$ cat src/rtl/core/sbq_pkg.sv
// ----------------------------------------------------------------------------
// sbq_pkg: shared types and constants for the smoothed stereo biquad
// Holds the coefficient count and width, register indexes, the controller
// state type, the tap codes and the controller-to-datapath command group.
// ----------------------------------------------------------------------------
package sbq_pkg;

    localparam int NUM_COEF  = 5;
    localparam int COEF_W    = 32;
    localparam int RATE_W    = 16;
    localparam int CFG_IDX_W = 3;
    localparam int CFG_W     = 32;

    localparam logic [RATE_W-1:0] RATE_RESET = 16'd655;

    // configuration register indexes
    localparam logic [CFG_IDX_W-1:0] CFG_FF0  = 3'd0;
    localparam logic [CFG_IDX_W-1:0] CFG_FF1  = 3'd1;
    localparam logic [CFG_IDX_W-1:0] CFG_FF2  = 3'd2;
    localparam logic [CFG_IDX_W-1:0] CFG_FB1  = 3'd3;
    localparam logic [CFG_IDX_W-1:0] CFG_FB2  = 3'd4;
    localparam logic [CFG_IDX_W-1:0] CFG_RATE = 3'd5;

    // filter taps, issued one per cycle to the shared multipliers
    typedef enum logic [2:0] {
        TAP_FF0 = 3'd0,
        TAP_FF1 = 3'd1,
        TAP_FF2 = 3'd2,
        TAP_FB1 = 3'd3,
        TAP_FB2 = 3'd4
    } t_tap;

    typedef enum logic [2:0] {
        ST_IDLE,
        ST_SMUL,
        ST_SUPD,
        ST_MAC,
        ST_DRAIN,
        ST_DONE
    } t_state;

    typedef struct packed {
        logic load;        // capture input sample pair
        logic smooth_mul;  // form rate * (target - coef) products
        logic smooth_upd;  // apply rounded step, preset accumulators
        logic mul_en;      // issue one tap product per channel
        t_tap tap;         // which tap to issue
        logic finish;      // round, saturate, shift history, load output
    } t_dp_cmd;

endpackage

$ cat src/rtl/core/sbq_ctrl.sv
// ----------------------------------------------------------------------------
// sbq_ctrl: sequencer of the smoothed stereo biquad
// Walks smoothing, five tap products and the finish step; owns both
// handshakes and the output valid register.
// ----------------------------------------------------------------------------
module sbq_ctrl import sbq_pkg::*; (
    input  logic    i_clk,
    input  logic    i_rst_n,
    input  logic    i_in_valid,
    output logic    o_in_ready,
    output logic    o_out_valid,
    input  logic    i_out_ready,
    output t_dp_cmd o_cmd
);

    t_state     r_state, n_state;
    logic [2:0] r_tap, n_tap;
    logic       r_out_vld, n_out_vld;
    logic       out_free;

    assign out_free = !r_out_vld || i_out_ready;

    always_ff @(posedge i_clk) begin
        if (!i_rst_n) begin
            r_state   <= ST_IDLE;
            r_tap     <= '0;
            r_out_vld <= 1'b0;
        end else begin
            r_state   <= n_state;
            r_tap     <= n_tap;
            r_out_vld <= n_out_vld;
        end
    end

    always_comb begin
        n_state   = r_state;
        n_tap     = r_tap;
        n_out_vld = r_out_vld && !i_out_ready;
        o_cmd     = '0;
        o_cmd.tap = t_tap'(r_tap);
        case (r_state)
            ST_IDLE: begin
                if (i_in_valid) begin
                    o_cmd.load = 1'b1;
                    n_state    = ST_SMUL;
                end
            end
            ST_SMUL: begin
                o_cmd.smooth_mul = 1'b1;
                n_state          = ST_SUPD;
            end
            ST_SUPD: begin
                o_cmd.smooth_upd = 1'b1;
                n_tap            = 3'(TAP_FF0);
                n_state          = ST_MAC;
            end
            ST_MAC: begin
                o_cmd.mul_en = 1'b1;
                n_tap        = r_tap + 3'd1;
                if (r_tap == 3'(TAP_FB2)) begin
                    n_state = ST_DRAIN;
                end
            end
            ST_DRAIN: begin
                n_state = ST_DONE;
            end
            ST_DONE: begin
                // hold while an earlier result is still unclaimed
                if (out_free) begin
                    o_cmd.finish = 1'b1;
                    n_out_vld    = 1'b1;
                    n_state      = ST_IDLE;
                end
            end
            default: begin
                n_state = ST_IDLE;
            end
        endcase
    end

    assign o_in_ready  = (r_state == ST_IDLE);
    assign o_out_valid = r_out_vld;

endmodule

$ cat config.mk
export PLATFORM = sky130hd
export DESIGN_NAME = sbq_ctrl
export DESIGN_NICKNAME = d
export VERILOG_FILES = /design/src/rtl/core/sbq_pkg.sv /design/src/rtl/core/sbq_ctrl.sv
export SDC_FILE = /design/constraint.sdc
export NUM_CORES = 1
export LEC_CHECK = 0
export BUFFER_PORTS_ARGS = -buffer_cell sky130_fd_sc_hd__buf_2
export CAP_MARGIN = 20
export CELL_PAD_IN_SITES_DETAIL_PLACEMENT = 0
export CELL_PAD_IN_SITES_GLOBAL_PLACEMENT = 1
export CORE_AREA = 10 10 47 49
export DETAILED_ROUTE_END_ITERATION = 6
export DIE_AREA = 0 0 57 59
export MAX_ROUTING_LAYER = met4
export PLACE_DENSITY = 0.79
export SLEW_MARGIN = 25
export SYNTH_ARGS = -nofsm -noshare
export SYNTH_HDL_FRONTEND = slang
export SYNTH_SLANG_ARGS = --single-unit
$ cat constraint.sdc
create_clock -name i_clk -period 1.3 [get_ports i_clk]
set_clock_uncertainty 0.05 [all_clocks]
set_input_delay 0.13 -clock i_clk [delete_from_list [all_inputs] [get_ports i_clk]]
set_output_delay 0.13 -clock i_clk [all_outputs]
set_load 0.1 [all_outputs]
==> run_results.csv <==
group,metric,value,unit
status,outcome,"complete, but fails checks",
status,violations,"setup timing",
sta,hold_slack,0.113,ns
synth,ys_warn_count,0,
floorplanning,die_h,59,um
routing,drt_first_pass_iters,1,
global_route,grt_pass1_wl,2.03,mm
setup_path,cp_max_fo,5,
routing,remaining_drc_errors,0,
power,netSwitchingFraction,40.1,%
synth,ys_seq_area_share,33.4,%
power,seq_power_share,29.9,%
sta,hold_viol,0,
synth,synth_top_area_share,33.4,%
cells_and_area,area_growth,103,%
routing,avgViaCountPerCell,4.89,
cells_and_area,num_antenna_cells,0,
clocking,cts.sinks,7,
place,dp_cells,79,
place,place.detailed.hpwl,847,um
power,p_int,485,uW
synth,postSynthCellCount,49,
synth,synth_nets,55,
sta,timing_worst_slew_pin_value,0.488,ns
cells_and_area,nets,81,
place,io_buffers,13,
global_route,grt_pass1_vias,451,
flow_run,maxCapViolCount,0,
setup_path,crit_type,"flip-flop to output port",
sta,setup_ws,-0.122,ns
setup_path,critPathRequiredTime,1.12,ns
floorplanning,dieArea,3360,um^2
sta,finalSetupTns,-0.338,ns
synth,ys_seq_elements,7,
floorplanning,core.rowCount,14,
sta,drv_slew,0,
floorplanning,die_w,57,um
sta,period_needed,1.42,ns
sta,grt_setup_unrepaired,"yes",
power,power_density,953,nW/um^2
clocking,h-tree-depth,1,
synth,synth.distinct_cells,27,
cells_and_area,fillerInstances,134,
clocking,clkTransAtPathRegs,0.05,ns
clocking,cts_buffers,3,
power,p_clk_share,25.0,%
floorplanning,placeableCoreArea,1400,um^2
clocking,root_buffer,"clkbuf_4",
power,power_leakage,0.352,nW
cells_and_area,drive_gt1_share,71.6,%
sta,fmax,0.703,GHz
floorplanning,initial_utilization,29.9,%
global_route,antenna_found_initial,0,
synth,yosys.area.top_type,"dfxtp_1",
cells_and_area,finalNonFillerCells,90,
setup_path,critical_path_arrival,1.24,ns
routing,wirelength,1.17,mm
global_route,gr-total-overflow,0,
sta,finalSetupViolCount,5,
power,ir_drop,624,uV
synth,synth_area_leaders,"dfxtp_1 (33%), nor2b_1 (7.5%), ha_1 (6.0%), nand3b_4 (4.8%), o21ai_0 (3.6%)",
sta,fin_crit_sh,109,%
setup_path,cp-start-kind,"flip-flop",
routing,drt_iter0_drc,0,
power,power_frac_comb,45.1,%
routing,via_count,440,
clocking,cts_hold_buf,0,
global_route,grt_usage,7.73,%
sta,max_slew_margin,67.7,%
min_path,min_path_type,"input pin to flip-flop",
floorplanning,ios,14,
routing,postRouteAntennaNets,0,
clocking,tritoncts,"yes",
clocking,clk_path_buf_depth,2,
global_route,grt_max_degree,8,
synth,syn-cell-area,419,um^2
power,total_power,810,uW
place,place.gp.congestion,0.765,
power,switchingPower,325,uW
synth,syn_avg_cell_area,8.55,um^2
setup_path,critPathCaptureType,"output port",
clocking,worstSkewPairLatency,0.26,ns
routing,wl_per_cell,13.0,um
-- repair_timing --
action / in CTS / in global routing
buffers inserted: 5 / 3
endpoints found under the setup margin: 6 / 7
resized for setup: 10 / 2
pin swaps: 4 / 4
-- layer usage --
layer / vias to the layer above / GRT usage, % / wire, um
li1: 220 / - / -
met1: 203 / 8.20 / 471
met2: 12 / 11.5 / 591
met3: 5 / 1.50 / 49
met4: 0 / 8.05 / 54
met5: - / - / 0
-- worst paths after layout --
check,from,endpoint,slack (ns),depth (start not counted)
max,r_state[2],o_cmd[7],-0.12,4
min,i_rst_n,r_tap[0],0.11,2
max reg2reg,r_state[1],r_state[0],0.04,5
min reg2reg,r_tap[2],r_tap[2],0.46,2
-- Yosys cell counts --
master    instances
a21boi_0          2
a21boi_1          1
a21oi_1           1
a221oi_1          1
a31oi_1           1
and2_1            2
and3b_1           1
buf_2             1
buf_4             1
buf_6             1
dfxtp_1           7
ha_1              2
inv_1             4
mux2i_1           1
nand2_1           3
nand2b_1          1
nand3_1           1
nand3b_4          1
nand4_1           1
nor2_1            2
nor2b_1           5
nor3_1            2
nor3b_1           1
nor4_1            1
o21ai_0           3
or2_2             1
or3b_1            1
-- cell type report --
class                      instances  area (um^2)  share of cell area [%]
clock buffer                       4         26.3                    3.09
multi-input combinational         35          337                    39.6
tap                               16         20.0                    2.36
inverter                           4         21.3                    2.50
sequential                         7          166                    19.6
timing repair buffer              24          279                    32.8
-- through the flow --
stage / setup WS (ns) / utilization, % / area, um^2
2_1_floorplan: -0.645 / - / 527
3_3_place_gp: 0.0503 / 52.2 / 732
3_5_place_dp: 0.0244 / 52.2 / 732
4_1_cts: -0.130 / 57.9 / 812
5_1_grt: -0.172 / 60.6 / 850
6_report: -0.122 / 60.6 / 850
-- flip-flops by register name, indices dropped and copies added (netlist names) --
| signal | cells |
|---|---|
| r_tap | 3 |
| r_state | 3 |
| o_out_valid | 1 |
-- logic make-up after synthesis --
logic type	after synthesis	share of synthesized area, %
and+or+nand+nor	23	35.2
AOI/OAI and AO/OA	9	13.7
buffers and inverters	7	9.25
DFF	7	33.4
adders and majority gates	2	5.97
muxes	1	2.39
-- critical path, stage by stage, from the launching register on --
cell and delay, ns:
dfxtp_4 0.36, buf_6 0.13, nor3_4 0.16, and2_4 0.17, buf_12 0.16
-- cell usage in the layout (no fill, tap or decap), drive strengths merged, types with 2 or more instances in the layout --
cell type / count
inv: 3
nor2: 2
o21ai: 3
and2: 2
nor2b: 5
nor3: 2
buf: 24
nand2: 3
dfxtp: 7
clkbuf: 4
a21boi: 3
ha: 2
-- power groups by stage --
stage	clock network, mW	registers (mW)	logic [mW]
after floorplan	0	0.243	0.225
after global placement	0	0.250	0.329
after detailed placement	0	0.250	0.331
after CTS	0.204	0.241	0.354
after global routing	0.222	0.244	0.384
final	0.202	0.242	0.365
No activity file was read; power rests on OpenSTA's default activity.
